$ cat config.mk
export PLATFORM = sky130hd
export DESIGN_NAME = gbi_mem
export DESIGN_NICKNAME = d
export VERILOG_FILES = /design/src/sv/gbi_mem.sv
export SDC_FILE = /design/constraint.sdc
export NUM_CORES = 1
export LEC_CHECK = 0
export ABC_AREA = 1
export BUFFER_PORTS_ARGS = -buffer_cell sky130_fd_sc_hd__buf_2
export CORE_MARGIN = 3
export CORE_UTILIZATION = 45
export CTS_BUF_LIST = sky130_fd_sc_hd__clkbuf_2 sky130_fd_sc_hd__clkbuf_4 sky130_fd_sc_hd__clkbuf_8
export DETAILED_ROUTE_END_ITERATION = 8
export PLACE_DENSITY = 0.59
export SLEW_MARGIN = 0
export SYNTH_ARGS = -nofsm -noshare
export SYNTH_HDL_FRONTEND = slang
export SYNTH_SLANG_ARGS = --single-unit
$ cat constraint.sdc
create_clock -name i_clk -period 2 [get_ports i_clk]
set_input_delay 0.3 -clock i_clk [delete_from_list [all_inputs] [get_ports i_clk]]
set_output_delay 0.3 -clock i_clk [all_outputs]
set_load 0.01 [all_outputs]
$ cat src/sv/gbi_mem.sv
module gbi_mem #(
    parameter int DEPTH = 16,
    parameter int WIDTH = 16
) (
    input  logic                     i_clk,
    input  logic                     i_we,
    input  logic [$clog2(DEPTH)-1:0] i_waddr,
    input  logic [WIDTH-1:0]         i_wdata,
    input  logic [$clog2(DEPTH)-1:0] i_raddr,
    output logic [WIDTH-1:0]         o_rdata
);

    logic [WIDTH-1:0] r_mem [DEPTH];

    always_ff @(posedge i_clk) begin
        if (i_we) begin
            r_mem[i_waddr] <= i_wdata;
        end
    end

    always_ff @(posedge i_clk) begin
        o_rdata <= r_mem[i_raddr];
    end

endmodule

; Yosys cells after proc, flatten, opt, wreduce, memory -nomap -nowiden
; Memories as Yosys holds them, arrays and structs flattened. A register that Yosys moved wholly into a read port is not among the register bits.
; Index checks and enable logic that the tools add are counted.
[totals]
register_bits = 0
mem_count = 1
ramBits = 256
[classes]
mux = 2
[memory_table]
columns = memory, words, word_bits, read_ports, rd_clocked_by_memory_dff, write_ports, line
row1 = r_mem, 16, 16, 1, 1, 1, 13  ; logic [WIDTH-1:0] r_mem [DEPTH];
[ops]
columns = op, n
row1 = 1-bit 2-to-1 mux, 2

; Logic depth before layout (Yosys ltp)
; Gate-level depths: netlist of the first run.
[depth]
depth_word = 2
ltp_mapped = 9

; Least setup slack after synthesis of the first run
; No wires, ideal clock.
[synth_path]
path_type = input to register
startpoint = input port i_waddr[2]
endpoint = memory r_mem[10][0] (enable)
slack_ps = 400
cell_stages = 2
t_required_ps = 1612
setup_time_ps = 388
t_arrival_ps = 1211
path_cell_list = nand3b_1 -> nor2_1
[synth_rtl]
columns = item, line
row1 = "start, declared", 7  ; input logic [$clog2(DEPTH)-1:0] i_waddr,
row2 = "end, declared", 13
; Straight into the memory's write port.

; Worst setup path after layout of the first run
[layout_path]
startpoint = register o_rdata[6], read port of r_mem
endpoint = output port o_rdata[6]
[layout_rtl]
columns = item, line
row1 = "start, declared", 10  ; output logic [WIDTH-1:0] o_rdata
; No word-level cell between the ends.

==> flow_summary_export.csv, run 1 <==
group,metric,value,unit
timing,hold_viol_final,0,
place,dpl.hpwl,16100,um
worst_setup_path,worstReg2RegStart,"r_mem[12][10]",
detailed_routing,viasPerCell,4.98,
finish,register_area,8010,um2
yosys,synth_cell_type_count,13,
worst_setup_path,cpPeakStageDelay,410,ps
yosys,yosys.area_share.xor_xnor,0,%
yosys,syn-num-nets,1100,
timing,max-slew-margin-rel,68.8,%
detailed_routing,remaining_drc_errors,0,
yosys,synth.ff_latch_count,272,
timing,timing.setup.tns,0,ps
timing,maxSlewViolCount,0,
timing,tightest_slew,468,ps
worst_setup_path,largest_delay_contributor_family_on_the_critical_path,"flip-flops",
yosys,netlist_instances,1074,
timing,final_critical_path_setup_slack,578,ps
worst_setup_path,worst_endpoint_data_arrival_time,1120,ps
finish,multi_input_area,2360,um2
finish,post_layout_nonfiller_instances,1512,
yosys,post_synth_instance_area,11400,um2
finish,fraction_of_final_layout_cells_with_drive_strength_greater_than_1,14.7,%
place,post-place-cells,1428,
floorplanning,design.die.area,27200,um2
run_status,status,"completed",
timing,finalClockSkew,22.5,ps
floorplanning,core_region_area,24600,um2
place,place_ws,367,ps
global_route,grt_start_max_net_pins,78,
yosys,synth_simple_gate_area_share,20.4,%
global_route,grt_first_pass_wirelength,42200,um
global_route,via_count_of_the_first_global_routing_pass,7231,
yosys,ys.warnings.count,0,
worst_setup_path,worstPathBufferInverterCount,1,
timing,rsz_0062_raised_after_global_routing,"no",
detailed_routing,dr.first_iter.drc_count,642,
worst_setup_path,timing.critical_path.cells,"buf_2",
global_route,grtUsageTotal,20.8,%
place,port_buffers,41,
floorplanning,die_y,165,um
worst_hold_path,hold_path_class,"primary input to flop",
worst_setup_path,required,1700,ps
detailed_routing,drt_first_pass_iters,5,
worst_setup_path,critical-path-slowest-cell,"dfxtp_1",
worst_setup_path,crit_path_start_kind,"flop",
finish,fill_cells,2145,
clocking,clock_sinks,272,
clocking,cts_tree,"yes",
clocking,clockRootBuffer,"clkbuf_8",
power,power_density,935,nW/um2
floorplanning,initial_util,46.3,%
yosys,synth_mux_area_share,0,%
clocking,clock_transition_time_at_the_flip_flop_clock_pins_of_the_worst_setup_and_hold_paths,60,ps
timing,period_share,71.1,%
global_route,gr-total-overflow,0,
yosys,synth_area_per_cell,10.6,um2
yosys,synth_top_family_by_area,"simple AND/OR/NAND/NOR gates",
detailed_routing,drt-wirelength-per-cell,18.2,um
worst_setup_path,path_class,"flop to output port",
place,routabilityCongestion,0.814,
global_route,antenna_found_initial,3,
power,power,12200,uW
worst_setup_path,critical_path_startpoint,"o_rdata[6]",
detailed_routing,route.antenna.remaining_nets,0,
finish,layout.cells.most_common,"nand2_1",
finish,final_cell_mix,"nand2_1 (341), edfxtp_1 (256), inv_1 (196), nand3_1 (193), clkbuf_8 (53)",
floorplanning,ioPinCount,42,
power,worst_ir_drop_vdd,0.000565,V
yosys,area_share_of_the_leading_cell_type_in_the_synthesized_netlist,67.5,%
clocking,ctsHtreeMaxLevel,2,
finish,layout.nets,1178,
detailed_routing,num_vias,7525,
clocking,clk_latency,550,ps
clocking,cts-root-to-sink-buffers,3,
timing,maxClockFrequency,703,MHz
clocking,setup_repair_bufs_after_cts,0,
floorplanning,std_cell_rows,57,
clocking,cts-resized-gates,0,
power,p_leak,0.00567,uW
detailed_routing,drt_wl_total,27500,um
clocking,cts_hold_buf,0,
clocking,number_of_clock_buffers_inserted_by_tritoncts,46,
worst_hold_path,worst_hold_startpoint,"i_wdata[6]",
yosys,synth_largest_area_cell,"edfxtp_1",
flow_run,cap_violations,0,
yosys,yosys.area_share.adder,0,%
yosys,synth_seq_area_share,70.4,%
yosys,post_synth_main_area_contributors,"edfxtp_1 (68%), nand2_1 (11%), nand3_1 (8.5%)",
yosys,synth-compound-area-share,0,%
floorplanning,die-width,165,um
timing,final_period_minus_worst_setup_slack,1420,ps
timing,holdWs,144,ps
worst_setup_path,crit_path_end_kind,"output port",
worst_setup_path,timing.critical_path.fanout_max,1,
finish,area_growth_syn_to_layout,15.1,%
timing,setup-violations-final,0,
[state kept, by name, summed over array words and instances (netlist names)]
register  flops
r_mem       256
o_rdata      16
[cells by family after synthesis]
family	count (synthesis)
AND/OR/NAND/NOR	553
buffers and inverters	249
flip-flops	272
[stage by stage]
stage / util, % / area [um2]
floorplan: - / 11400
global placement: 49.4 / 12100
detailed placement: 49.4 / 12100
CTS: 53.2 / 13100
global route: 53.2 / 13100
finish: 53.2 / 13100
[per-layer routing]
metal / part of all wire (%) / vias up / global-route usage [%]
met5: 0.084 / - / 0
met4: 2.2 / 4 / 6.29
met3: 7.0 / 59 / 4.34
met2: 46 / 223 / 32.2
met1: 45 / 3613 / 29.9
li1: - / 3626 / -
[power breakdown]
group | switching [uW] | leakage (uW) | internal (uW) | total [uW]
Combinational | 543 | 0.00272 | 237 | 780
Sequential | 42.8 | 0.00245 | 6370 | 6420
Clock | 2130 | 0.000503 | 2920 | 5050
Total | 2720 | 0.00567 | 9530 | 12200
[final timing paths]
kind         slack [ps]     endpoint  depth (start not counted)
max                 580   o_rdata[6]                          1
max reg2reg         980  o_rdata[10]                          6
min                 140  r_mem[9][6]                          1
min reg2reg         650   o_rdata[0]                          6
[cells in the mapped netlist]
| library cell | instances |
|---|---|
| dfxtp_1 | 16 |
| nand2_1 | 341 |
| buf_6 | 3 |
| edfxtp_1 | 256 |
| clkbuf_1 | 10 |
| buf_1 | 1 |
| nand3_1 | 193 |
| inv_2 | 2 |
| nor2_1 | 17 |
| buf_2 | 19 |
| nand3b_1 | 2 |
| inv_1 | 196 |
| buf_4 | 18 |
[area by class of cell]
class | instances | area share, %
Inverter | 198 | 5.69
Antenna cell | 1 | 0.0191
Multi-Input combinational cell | 553 | 18.1
Sequential cell | 272 | 61.1
Tap cell | 324 | 3.10
Clock inverter | 9 | 0.487
Timing Repair Buffer | 81 | 4.74
Clock buffer | 74 | 6.77
No activity file was read; power rests on OpenSTA's default activity.
==> run 2, diff against run 1 <==
==> constraint.sdc (replaced) <==
create_clock -name i_clk -period 1.45 [get_ports i_clk]
set_input_delay 0.2175 -clock i_clk [delete_from_list [all_inputs] [get_ports i_clk]]
set_output_delay 0.2175 -clock i_clk [all_outputs]
set_load 0.01 [all_outputs]
==> flow_summary_export.csv, run 2 (synthesis gave the netlist of run 1 again) <==
group,metric,value,unit
run_status,status,"completed",
finish,layout.nets,1189,
finish,area_growth_syn_to_layout,16.3,%
clocking,cts_tree,"yes",
worst_setup_path,crit_path_start_kind,"flop",
floorplanning,die_y,165,um
global_route,grt_first_pass_wirelength,43500,um
worst_setup_path,timing.critical_path.cells,"buf_2",
worst_setup_path,largest_delay_contributor_family_on_the_critical_path,"flip-flops",
detailed_routing,drt_wl_total,28500,um
place,routabilityCongestion,0.836,
finish,finalInstanceArea,13200,um2
timing,setup-violations-final,0,
worst_setup_path,cpPeakStageDelay,390,ps
global_route,grtUsageTotal,21.5,%
detailed_routing,drt_first_pass_iters,5,
finish,number_of_flip_flops_in_the_largest_register,256,
clocking,clk_latency,550,ps
timing,maxClockFrequency,757,MHz
clocking,clock_transition_time_at_the_flip_flop_clock_pins_of_the_worst_setup_and_hold_paths,60,ps
global_route,gr-total-overflow,0,
worst_setup_path,worstPathBufferInverterCount,1,
worst_setup_path,timing.critical_path.fanout_max,1,
clocking,cts_hold_buf,0,
finish,fraction_of_final_layout_cells_with_drive_strength_greater_than_1,15.0,%
detailed_routing,drt-wirelength-per-cell,18.7,um
timing,timing.setup.tns,0,ps
power,p_leak,0.00573,uW
worst_hold_path,hold_path_class,"primary input to flop",
power,power_density,1240,nW/um2
power,worst_ir_drop_vdd,0.000940,V
floorplanning,core_region_area,24600,um2
clocking,cts-resized-gates,0,
finish,fill_cells,2177,
finish,diode_count,0,
detailed_routing,remaining_drc_errors,0,
global_route,via_count_of_the_first_global_routing_pass,7204,
global_route,grt_start_max_net_pins,70,
floorplanning,die-width,165,um
finish,layout.cells.most_common,"nand2_1",
flow_run,cap_violations,0,
floorplanning,initial_util,46.3,%
timing,finalClockSkew,28.7,ps
clocking,number_of_clock_buffers_inserted_by_tritoncts,45,
place,dpl.hpwl,18200,um
global_route,grtUsageMet2,33.7,%
worst_setup_path,path_class,"flop to output port",
timing,max-slew-margin-rel,73.3,%
detailed_routing,dr.first_iter.drc_count,638,
global_route,most_crowded_layer_gr,"met2",
power,power,16500,uW
finish,final_core_utilization,53.8,%
timing,period_share,91.2,%
global_route,use_met3,4.39,%
floorplanning,ioPinCount,42,
global_route,met1_usage,29.8,%
place,port_buffers,41,
clocking,cts-root-to-sink-buffers,3,
timing,maxSlewViolCount,0,
worst_setup_path,required,1230,ps
detailed_routing,viasPerCell,4.94,
detailed_routing,route.antenna.remaining_nets,0,
global_route,antenna_found_initial,1,
floorplanning,design.die.area,27200,um2
clocking,clockRootBuffer,"clkbuf_8",
timing,rsz_0062_raised_after_global_routing,"no",
worst_setup_path,crit_path_end_kind,"output port",
worst_setup_path,critical-path-slowest-cell,"dfxtp_1",
timing,hold_viol_final,0,
finish,final_cell_mix,"nand2_1 (341), edfxtp_1 (256), inv_1 (196), nand3_1 (193), clkbuf_8 (47)",
clocking,setup_repair_bufs_after_cts,0,
place,place_area,12400,um2
timing,final_period_minus_worst_setup_slack,1320,ps
worst_setup_path,worst_endpoint_data_arrival_time,1100,ps
floorplanning,std_cell_rows,57,
clocking,clock_sinks,272,
clocking,ctsHtreeMaxLevel,2,
finish,regMostFlops,"r_mem",
timing,tightest_slew,400,ps
detailed_routing,num_vias,7520,
finish,top_regs,"r_mem (256), o_rdata (16)",
[run 2: layer usage]
| metal | share of wire, % | wire (um) |
|---|---|---|
| met1 | 43 | 12300 |
| met2 | 46 | 13200 |
| met3 | 7.2 | 2060 |
| met4 | 3.3 | 929 |
| met5 | 0.046 | 13 |
[run 2: report_power, final]
part / switching [uW] / internal, uW
registers: 69.2 / 8790
clock network: 2870 / 3580
logic: 781 / 362
total: 3720 / 12700
[run 2: cell type report]
type / count / area, um2 / area share (%)
inverter: 198 / 746 / 5.64
tap: 324 / 405 / 3.06
clock inverter: 19 / 106 / 0.804
timing repair buffer: 93 / 836 / 6.32
sequential: 272 / 8010 / 60.5
clock buffer: 63 / 767 / 5.80
multi-input combinational: 553 / 2360 / 17.9
[run 2: final timing paths]
| path | depth (start not counted) | slack (ps) | endpoint | startpoint |
|---|---|---|---|---|
| max | 1 | 130 | o_rdata[10] | o_rdata[10] |
| min | 1 | 80 | r_mem[0][0] | i_wdata[0] |
| max reg2reg | 6 | 400 | o_rdata[10] | r_mem[9][10] |
| min reg2reg | 6 | 670 | o_rdata[1] | r_mem[2][1] |
[run 2: per-stage QoR]
stage               hold WS [ps]  worst slack [ps]  std cells
finish                      84.1               128       1522
global route                57.3              77.6       1522
CTS                         45.9              87.3       1522
detailed placement           620              15.6       1440
global placement             616              22.4       1440
floorplan                    316             -67.1       1074
