==> config.mk <==
export PLATFORM = sky130hd
export DESIGN_NAME = gbi_div
export DESIGN_NICKNAME = d
export VERILOG_FILES = /design/src/sv/gbi_pkg.sv /design/src/sv/gbi_div.sv
export SDC_FILE = /design/constraint.sdc
export NUM_CORES = 1
export LEC_CHECK = 0
export BUFFER_PORTS_ARGS = -buffer_cell sky130_fd_sc_hd__buf_2
export CAP_MARGIN = 20
export CORE_ASPECT_RATIO = 0.5
export CORE_UTILIZATION = 60
export DETAILED_ROUTE_END_ITERATION = 10
export PLACE_DENSITY = 0.94
export SKIP_CTS_REPAIR_TIMING = 1
export SYNTH_ARGS = -nofsm -noshare
export SYNTH_HDL_FRONTEND = slang
export SYNTH_SLANG_ARGS = --single-unit
==> constraint.sdc <==
create_clock -name i_clk -period 3.6 [get_ports i_clk]
set_input_delay 1.08 -clock i_clk [delete_from_list [all_inputs] [get_ports i_clk]]
set_output_delay 1.08 -clock i_clk [all_outputs]
set_load 0.01 [all_outputs]
==> src/sv/gbi_pkg.sv <==
package gbi_pkg;

    localparam int DEF_MAX_NODES   = 16;
    localparam int DEF_MAX_OUTPUTS = 8;
    localparam int DEF_DATA_WIDTH  = 16;

    localparam int OPCODE_W   = 2;
    localparam int INDEX_W    = 11;
    localparam int NODE_CNT_W = 5;
    localparam int OUT_CNT_W  = 4;
    localparam int CFG_DATA_W = 5;
    localparam int CFG_IDX_W  = 2;
    localparam int OIDX_W     = 3;

    // ratios are Q1.16, one is 1 << FRAC_W
    localparam int FRAC_W  = 16;
    localparam int RATIO_W = FRAC_W + 1;
    localparam logic [RATIO_W-1:0] RATIO_ONE  = RATIO_W'(1) << FRAC_W;
    localparam logic [RATIO_W-1:0] RATIO_ZERO = '0;

    typedef enum logic [OPCODE_W-1:0] {
        OP_EVAL   = 2'd0,
        OP_AXIS1  = 2'd1,
        OP_AXIS2  = 2'd2,
        OP_RULE   = 2'd3
    } t_opcode;

    typedef enum logic [CFG_IDX_W-1:0] {
        CFG_AXIS1_COUNT = 2'd0,
        CFG_AXIS2_COUNT = 2'd1,
        CFG_OUT_COUNT   = 2'd2,
        CFG_NONE        = 2'd3
    } t_cfg_index;

    typedef enum logic [3:0] {
        S_IDLE,
        S_AX_FIRST,
        S_AX_LAST,
        S_AX_CLAMP,
        S_SEARCH,
        S_PROBE,
        S_RATIO,
        S_DIV,
        S_BASE,
        S_ORIGIN,
        S_FETCH,
        S_LERP,
        S_EMIT
    } t_state;

endpackage

==> src/sv/gbi_div.sv <==
module gbi_div
    import gbi_pkg::*;
#(
    parameter int WIDTH = 17
) (
    input  logic              i_clk,
    input  logic              i_rst_n,
    input  logic              i_start,
    input  logic [WIDTH-1:0]  i_num,
    input  logic [WIDTH-1:0]  i_den,
    output logic              o_done,
    output logic [FRAC_W-1:0] o_quot
);

    localparam int CNT_W = $clog2(FRAC_W + 1);

    logic [WIDTH:0]     r_rem;
    logic [WIDTH-1:0]   r_den;
    logic [FRAC_W-1:0]  r_quot;
    logic [CNT_W-1:0]   r_cnt;
    logic               r_busy;
    logic               r_done;
    logic [WIDTH:0]     shifted;
    logic               fits;

    // numerator is below the divisor, so remainder stays below twice it
    assign shifted = {r_rem[WIDTH-1:0], 1'b0};
    assign fits    = shifted >= {1'b0, r_den};

    always_ff @(posedge i_clk) begin
        if (!i_rst_n) begin
            r_busy <= 1'b0;
            r_done <= 1'b0;
            r_cnt  <= '0;
        end else begin
            r_done <= 1'b0;
            if (i_start) begin
                r_busy <= 1'b1;
                r_cnt  <= CNT_W'(FRAC_W);
            end else if (r_busy) begin
                r_cnt <= r_cnt - 1'b1;
                if (r_cnt == CNT_W'(1)) begin
                    r_busy <= 1'b0;
                    r_done <= 1'b1;
                end
            end
        end
    end

    always_ff @(posedge i_clk) begin
        if (i_start) begin
            r_rem  <= {1'b0, i_num};
            r_den  <= i_den;
            r_quot <= '0;
        end else if (r_busy) begin
            r_rem  <= fits ? (shifted - {1'b0, r_den}) : shifted;
            r_quot <= {r_quot[FRAC_W-2:0], fits};
        end
    end

    assign o_done = r_done;
    assign o_quot = r_quot;

`ifndef ASSERT_OFF
    a_done_after_busy: assert property (@(posedge i_clk) disable iff (!i_rst_n)
        o_done |-> $past(r_busy))
        else $error("divider done without a running division");
    a_no_restart: assert property (@(posedge i_clk) disable iff (!i_rst_n)
        r_busy |-> r_rem < {1'b0, r_den})
        else $error("divider remainder not below divisor");
    a_done_pulse: assert property (@(posedge i_clk) disable iff (!i_rst_n)
        o_done |=> !o_done)
        else $error("divider done held longer than one cycle");
`endif

endmodule

# After elaboration in Yosys (flattened, before gate mapping)
# Index checks and enable logic that the tools add are counted.
# word_totals
regBits,57
latch_bits,0
ram_bits,0
mem_bits_ro,0
in_bits,37
out_inout_bits,17
elab_cells,25
memories,0
# op_classes
n_addsub,2
multipliers,0
div_mod_pow,0
order_cmp,1
eq_ne,1
shifts,0
muxes,9
n_bitwise,2
reduce_logical,3
# ops
op,count
$mux W17,3
$ge A18 B17 Y1,1
$sub A17 B17 Y17,1
$mux W5,2
$eq A5 B1 Y1 const B,1
$sub A5 B1 Y5 const B,1
$mux W1,4
$reduce_or A3 Y1,1
$not A1 Y1,2
$reduce_bool A2 Y1,1
$reduce_or A2 Y1,1

# Depth between registers and ports, before layout
# Gate-level depths: netlist of the first run.
# logic_depth
word_depth,4
ltp_mapped,11
mapped_depth_nobuf,9

# Worst setup path before layout of the first run
# No wires, ideal clock.
# synth_timing
kind,input to register
start,input port i_start
end,register r_rem[0] (enable)
setup_time_ns,0.337
arrival_ns,2.251
t_required_ns,3.263
path_slack_ns,1.012
path_stages,4
n_path_buf,3
cell_sequence,clkbuf_1 -> clkbuf_1 -> clkbuf_1 -> or2_2
# synth_via
elab_chain_cells,1
# synth_rtl
item,line,source
start: declaration,gbi_div.sv:8,"input logic i_start,"
$reduce_bool A2 Y1 (no source line),n/a,
end signal: assignment,gbi_div.sv:52,"r_rem <= {1'b0, i_num};"
end signal: assignment,gbi_div.sv:56,"r_rem <= fits ? (shifted - {1'b0, r_den}) : shifted;"
end: declaration,gbi_div.sv:17,logic [WIDTH:0] r_rem;
# Every way passes these cells.
# A chain may end at the register's enable or synchronous reset.

# Final worst setup path of the first run
# layout_timing
start,register r_rem[0]
end,"register r_rem[13], data pin"
# layout_via
elab_chain_cells,4
word_cells_on_any_way,5
cone_classes,add/sub (1); order compare (1); mux (3)
# layout_rtl
item,line,source
$sub A17 B17 Y17 or $ge A18 B17 Y1 (tied branches),"gbi_div.sv:56, gbi_div.sv:28",
$mux W17 (*),gbi_div.sv:56,
$mux W17 (*),gbi_div.sv:55,end else if (r_busy) begin
$mux W17 (*),gbi_div.sv:51,if (i_start) begin
# Mark *: on every way between the ends. The rest lies on a longest branch, timed or not. The select of a mux whose other input is x is not followed.

==> out/results.ini, run 1 <==
[outcome]
status = complete, no violations

[synth]
async_flop_share_pct = 0
avgSynthCellArea_um2 = 10.2
seq_area_frac_synth_pct = 46.2
yosys_most_used_dff = edfxtp_1
synthDistinctLibCells = 49
netlist_area_um2 = 3210
synth_nets = 371
ys_ff_latch = 57
synthCells = 314
ys_warn_count = 0
synth_edf_count = 34

[pwr]
p_leak_uw = 0.00163
ir_drop_uv = 327
p_per_area_nw_per_um2 = 599

[run]
cap_viol_max_count = 0

[timing]
rsz0062_at_grt = false
slew_headroom_pct = 62.2
worstMarginPinSlew_ns = 0.567
finalClockSkew_ns = 0.00647
finalHoldViolCount = 0
drv_slew = 0
fin_setup_tns_ns = 0
max_clock_freq_ghz = 0.348
fin_hold_ws_ns = 0.507
period_needed_ns = 2.87
setup_viol = 0
timing.final.crit_share_pct = 79.8

[cts]
htree_levels = 3
cts_sinks = 57
insertion_delay_ns = 0.35
numCtsBuffers = 9
cts.root.buffer_cell = clkbuf_8
cts_buffer_depth = 2
cts_tree = done
clk_pin_slew_ns = 0.07

[floorplan]
die_w_um = 105
core_area_um2 = 5020
boundaryPins = 54
initial_utilization_pct = 63.9
die-area_um2 = 5660
rows = 18
dieHeight_um = 53.7

[routing]
vias = 2675
drt-total-wl_mm = 7.46
drtAntennaViolNets = 0
drt-initial-drc-count = 121
drc = 0
via_per_inst = 6.05
post_drt_wl_per_cell_um = 16.9
drt_first_pass_iters = 5

[setup_path]
endpoint = r_rem[13]$_DFFE_PP_
max_stage_delay_ns = 0.47
slowest_stage = fa_1
r2r-end = r_rem[13]$_DFFE_PP_
crit_required_ns = 3.79
crit_chain = inv_1, fa_1, nand2b_1, a21oi_1, o21bai_2, a22oi_2, a2111oi_4, buf_4, or3b_1, a21oi_1
rr_worst_depth = 10
worstPathMaxFanout = 13
cp-end-kind = flop
rr_startpoint = r_rem[0]$_DFFE_PP_
start_kind = flop
cp_common_cell = a21oi_1
worstPathArrival_ns = 3.07
startpoint = r_rem[0]$_DFFE_PP_
criticalPathCategory = reg2reg
rrSetupSlack_ns = 0.73

[global_route]
grt_first_pass_wirelength_mm = 11.8
track_usage_pct = 27.8
antenna_found_initial = 0
grt_pass1_vias = 2637
grt_max_degree = 32
overflow = 0

[place]
place_hpwl_mm = 4.91
io_buffers = 53
place_congestion = 0.911
placed_area_um2 = 3530

[finish]
diodes = 0
regArea_um2 = 1480
areaGrowthSynthToFinish_pct = 16.6
final_cell_area_um2 = 3740
multi_input_area_um2 = 1560
num-nets-final = 424
drive_gt1_share_pct = 23.1
fill_cells = 340

[hold_path]
hold_class = reg2reg

-- sequential cells by signal, summed over array words and instances, names as in the netlist --
| signal | cells |
|---|---|
| r_busy | 1 |
| o_quot | 16 |
| o_done | 1 |
| r_cnt | 5 |
| r_rem | 17 |
| r_den | 17 |
-- per-layer routing --
metal	track usage [%]	routed length (µm)
met2	52.3	3780
met4	10.1	176
met3	10.0	486
met1	30.1	3020
met5	0	0
-- final cells by class --
| class | instances | area share [%] |
|---|---|---|
| Multi-Input combinational cell | 217 | 41.8 |
| Sequential cell | 57 | 39.6 |
| Timing Repair Buffer | 59 | 8.30 |
| Clock buffer | 11 | 4.65 |
| Tap cell | 70 | 2.34 |
| Inverter | 23 | 2.31 |
| Clock inverter | 5 | 1.04 |
-- cell usage in the layout, fill, tap and decap left out, types with 3 or more instances in the layout --
cell,count
nor3_1,8
nor2b_1,10
dfxtp_1,23
buf_4,6
xnor2_1,7
nor2_1,27
inv_6,3
nand4_1,5
nand3b_1,7
a21oi_2,3
a21oi_1,20
nand2_1,18
inv_1,23
mux2i_1,17
o21ai_0,10
buf_2,53
xor2_1,9
clkbuf_8,9
o311ai_1,6
edfxtp_1,34
a221o_1,6
nand2b_1,7
o21a_1,3
o211ai_1,3
ha_1,19
a21o_1,4
-- cells in the mapped netlist (4+ instances only) --
cell type	number	area, µm²
xnor2_1	7	61.3
nor2_1	27	101
nor3_1	8	40.0
nand4_1	5	31.3
a221o_1	6	60.1
buf_2	6	30.0
a21o_1	4	30.0
nand3b_1	7	52.6
nor2b_1	10	62.6
o311ai_1	6	52.6
o21ai_0	10	50.1
inv_1	23	86.3
nand2b_1	7	43.8
xor2_1	9	78.8
edfxtp_1	34	1020
a21oi_1	20	100
nand2_1	18	67.6
ha_1	19	238
mux2i_1	17	170
dfxtp_1	23	460
clkbuf_1	9	33.8
-- worst max-delay path, delay by kind of cell, from the launching register on --
family	cells	cell delay (ns)
AO/OA/AOI/OAI	5	1.02
adder cells (fa/ha/maj)	1	0.47
buffers and inverters	2	0.29
flip-flops	1	0.37
AND/OR/NAND/NOR	2	0.56
-- stage by stage --
step	power, µW	util, %	std cells	setup slack [ns]
final	2240	74.5	442	0.727
after global routing	2350	74.5	442	0.583
after CTS	2230	74.5	442	0.776
after detailed placement	1580	70.2	426	0.812
after global placement	1530	70.2	426	0.984
after floorplan	1420	-	314	1.01
-- where the power goes --
| part | internal [µW] | switching (µW) |
|---|---|---|
| combinational | 326 | 453 |
| clock | 341 | 290 |
| sequential | 787 | 43.5 |
| total | 1460 | 787 |
-- logic make-up after synthesis --
kind of cell,Yosys count,share of synthesized area (%)
xor+xnor,16,4.37
simple gates,93,14.9
flops,57,46.2
compound gates,70,15.8
buf+inv,40,5.15
fa+ha+maj,20,8.03
mux,18,5.66
-- worst min-delay path by stage --
stage / slack (ns) / cells after the start / end / startpoint
final: 0.51 / 2 / r_cnt[1]$_SDFFE_PP0P_ / r_cnt[1]$_SDFFE_PP0P_
after global routing: 0.53 / 2 / r_cnt[1]$_SDFFE_PP0P_ / r_cnt[1]$_SDFFE_PP0P_
after CTS: 0.50 / 2 / r_cnt[1]$_SDFFE_PP0P_ / r_cnt[1]$_SDFFE_PP0P_
after detailed placement: 0.49 / 2 / r_cnt[1]$_SDFFE_PP0P_ / r_cnt[1]$_SDFFE_PP0P_
after global placement: 0.47 / 2 / o_quot[15]$_SDFFE_PP0P_ / o_quot[15]$_SDFFE_PP0P_
after floorplan: 0.47 / 2 / r_cnt[1]$_SDFFE_PP0P_ / r_cnt[1]$_SDFFE_PP0P_
(Power assumes the default switching activity.)
==> run 2, diff against run 1 <==
--- a/config.mk
+++ b/config.mk
@@ -8,9 +8,9 @@
 export BUFFER_PORTS_ARGS = -buffer_cell sky130_fd_sc_hd__buf_2
 export CAP_MARGIN = 20
 export CORE_ASPECT_RATIO = 0.5
-export CORE_UTILIZATION = 60
+export CORE_UTILIZATION = 51
 export DETAILED_ROUTE_END_ITERATION = 10
-export PLACE_DENSITY = 0.94
+export PLACE_DENSITY = 0.86
 export SKIP_CTS_REPAIR_TIMING = 1
 export SYNTH_ARGS = -nofsm -noshare
 export SYNTH_HDL_FRONTEND = slang
==> constraint.sdc (replaced) <==
create_clock -name i_clk -period 2.6 [get_ports i_clk]
set_input_delay 0.78 -clock i_clk [delete_from_list [all_inputs] [get_ports i_clk]]
set_output_delay 0.78 -clock i_clk [all_outputs]
set_load 0.01 [all_outputs]
==> run 2 against run 1 <==
Compared with the run above:
- the run now ends with setup timing left
- first-iteration DRC count grew 75%
- die area up 17%
- maximum frequency increased by 6.5%
- clock-buffer cell count up 1
- non-clock buffer count up 16
- critical path depth is 1 lower
- routed wire length is 9.9% higher
- sequential cell count unchanged
- critical endpoint is now r_rem[15]$_DFFE_PP_
==> out/results.ini, run 2 (synthesis results as in run 1) <==
[pwr]
p_comb_share_pct = 37.4  ; +2.6 points
ir_drop_uv = 496  ; +51%
switching_share_pct = 33.4  ; -1.6 points
p_seq_share_pct = 31.9  ; -5.2 points
p_switching_uw = 1220  ; +55%
p_clk_share_pct = 30.7  ; +2.5 points
p_per_area_nw_per_um2 = 886  ; +48%
p_leak_uw = 0.00177  ; +8.3%
intPower_uw = 2420  ; +67%

[cts]
insertion_delay_ns = 0.33  ; -0.02 ns
cts.root.buffer_cell = clkbuf_16
cts_tree = done
numCtsBuffers = 9  ; unchanged
cts_sinks = 57  ; unchanged
cts_buffer_depth = 2  ; unchanged
htree_levels = 3  ; unchanged
clk_pin_slew_ns = 0.05  ; -0.02 ns

[setup_path]
crit_required_ns = 2.67  ; -1.12 ns
cp-end-kind = flop
slowest_stage = a2111oi_4
critPathBufInv = 1  ; -1
worstPathMaxFanout = 12  ; -1
worstPathArrival_ns = 2.77  ; -0.30 ns
max_stage_delay_ns = 0.46  ; about the same
start_kind = flop
crit_chain = ha_1, o211ai_1, a21oi_4, o21bai_4, a22oi_2, a2111oi_4, buf_12, nor4_1, a221o_1
path_delay_family = compound AO/OA/AOI/OAI gates
criticalPathCategory = reg2reg

[finish]
mostFrequentLayoutCells = buf_2, edfxtp_1, nor2_1
utilization_pct = 71.2  ; -3.3 points
areaGrowthSynthToFinish_pct = 28.1
drive_gt1_share_pct = 29.9  ; +6.8 points
num-nets-final = 440  ; +3.8%
final_common_cell = buf_2
diodes = 0  ; unchanged

[routing]
drtAntennaViolNets = 0  ; unchanged
drc = 0  ; unchanged
route.met2.wl_mm = 3.87  ; +2.4%
top_layer = met4
drt-total-wl_mm = 8.19  ; +9.9%
via_per_inst = 5.94  ; -1.9%
drt-initial-drc-count = 212  ; +75%
drt_first_pass_iters = 6  ; +1
met3_length_um = 744  ; +53%
post_drt_wl_per_cell_um = 17.4  ; +2.9%
drt-met1-wl_mm = 3.29  ; +8.9%
vias = 2802  ; +4.7%

[floorplan]
boundaryPins = 54  ; unchanged
initial_utilization_pct = 55.5  ; -8.3 points
die-area_um2 = 6630  ; +17%
die_w_um = 114  ; +8.3%
rows = 19  ; +1
core_area_um2 = 5780  ; +15%
dieHeight_um = 58.1  ; +8.1%

[timing]
rsz0062_at_grt = true
finalClockSkew_ns = 0.00491  ; -0.00156 ns
worst_slack_ns = -0.0970  ; -0.824 ns
fin_hold_ws_ns = 0.500  ; -0.00754 ns
worstMarginPinSlew_ns = 0.459  ; -0.108 ns
timing.final.crit_share_pct = 104  ; +24 points
setup_viol = 15  ; +15
finalHoldViolCount = 0  ; unchanged
slew_headroom_pct = 69.4  ; +7.2 points
drv_slew = 0  ; unchanged
max_clock_freq_ghz = 0.371  ; +6.5%
period_needed_ns = 2.70  ; -0.176 ns

[global_route]
grt_pass1_vias = 2587  ; -1.9%
overflow = 0  ; unchanged
grt_max_degree = 46  ; +44%
grt_first_pass_wirelength_mm = 11.9  ; +1.1%
track_usage_pct = 23.6  ; -4.2 points
antenna_found_initial = 0  ; unchanged

[place]
place_congestion = 0.879  ; -3.5%
io_buffers = 53  ; unchanged
place_hpwl_mm = 4.85  ; -1.2%

[outcome]
status = finished with violations
violations = setup timing

[run]
cap_viol_max_count = 0  ; unchanged

[hold_path]
hold_class = reg2reg

run 2: worst paths after layout:
kind	startpoint	to	slack [ns]	cells past startpoint
worst min-delay path	o_quot[15]$_SDFFE_PP0P_	o_quot[15]$_SDFFE_PP0P_	0.50	2
worst max-delay path	r_rem[4]$_DFFE_PP_	r_rem[15]$_DFFE_PP_	-0.1	9
worst min register to register	o_quot[15]$_SDFFE_PP0P_	o_quot[15]$_SDFFE_PP0P_	0.50	2
worst max register to register	r_rem[4]$_DFFE_PP_	r_rem[15]$_DFFE_PP_	-0.1	9
run 2: through the flow:
| step | setup WS, ns | TNS [ns] | std cells | total power [µW] | instance area, µm² |
|---|---|---|---|---|---|
| floorplan | 0.135 | 0 | 314 | 1970 | 3210 |
| global placement | 0.0590 | 0 | 450 | 2230 | 3640 |
| detailed placement | -0.0804 | -0.488 | 450 | 2280 | 3640 |
| CTS | -0.102 | -0.747 | 466 | 3420 | 3930 |
| global route | -0.177 | -2.27 | 472 | 3800 | 4110 |
| finish | -0.0970 | -0.699 | 472 | 3640 | 4110 |
run 2: routing by layer:
metal	global-route usage, %	vias to the layer above
met4	8.35	0
met5	0	-
li1	-	1262
met2	37.7	164
met3	10.1	49
met1	28.8	1327
run 2: tightest hold or removal path, stage by stage, from the launching register on:
cell	delay (ns)
dfxtp_1	0.33
mux2i_1	0.07
nor2_1	0.07
run 2: area by class of cell:
| cell class | instances | area, µm² |
|---|---|---|
| fill | 389 | 1670 |
| tap | 84 | 105 |
| sequential | 57 | 1480 |
| timing repair buffer | 75 | 477 |
| clock buffer | 12 | 258 |
| clock inverter | 4 | 25.0 |
| multi-input combinational | 217 | 1680 |
| inverter | 23 | 86.3 |
run 2: power groups by stage:
stage               sequential [µW]  clock, µW  combinational, µW
floorplan                      1150          0                817
global placement               1160          0               1070
detailed placement             1170          0               1120
CTS                            1150       1130               1130
global route                   1170       1170               1460
finish                         1160       1120               1360
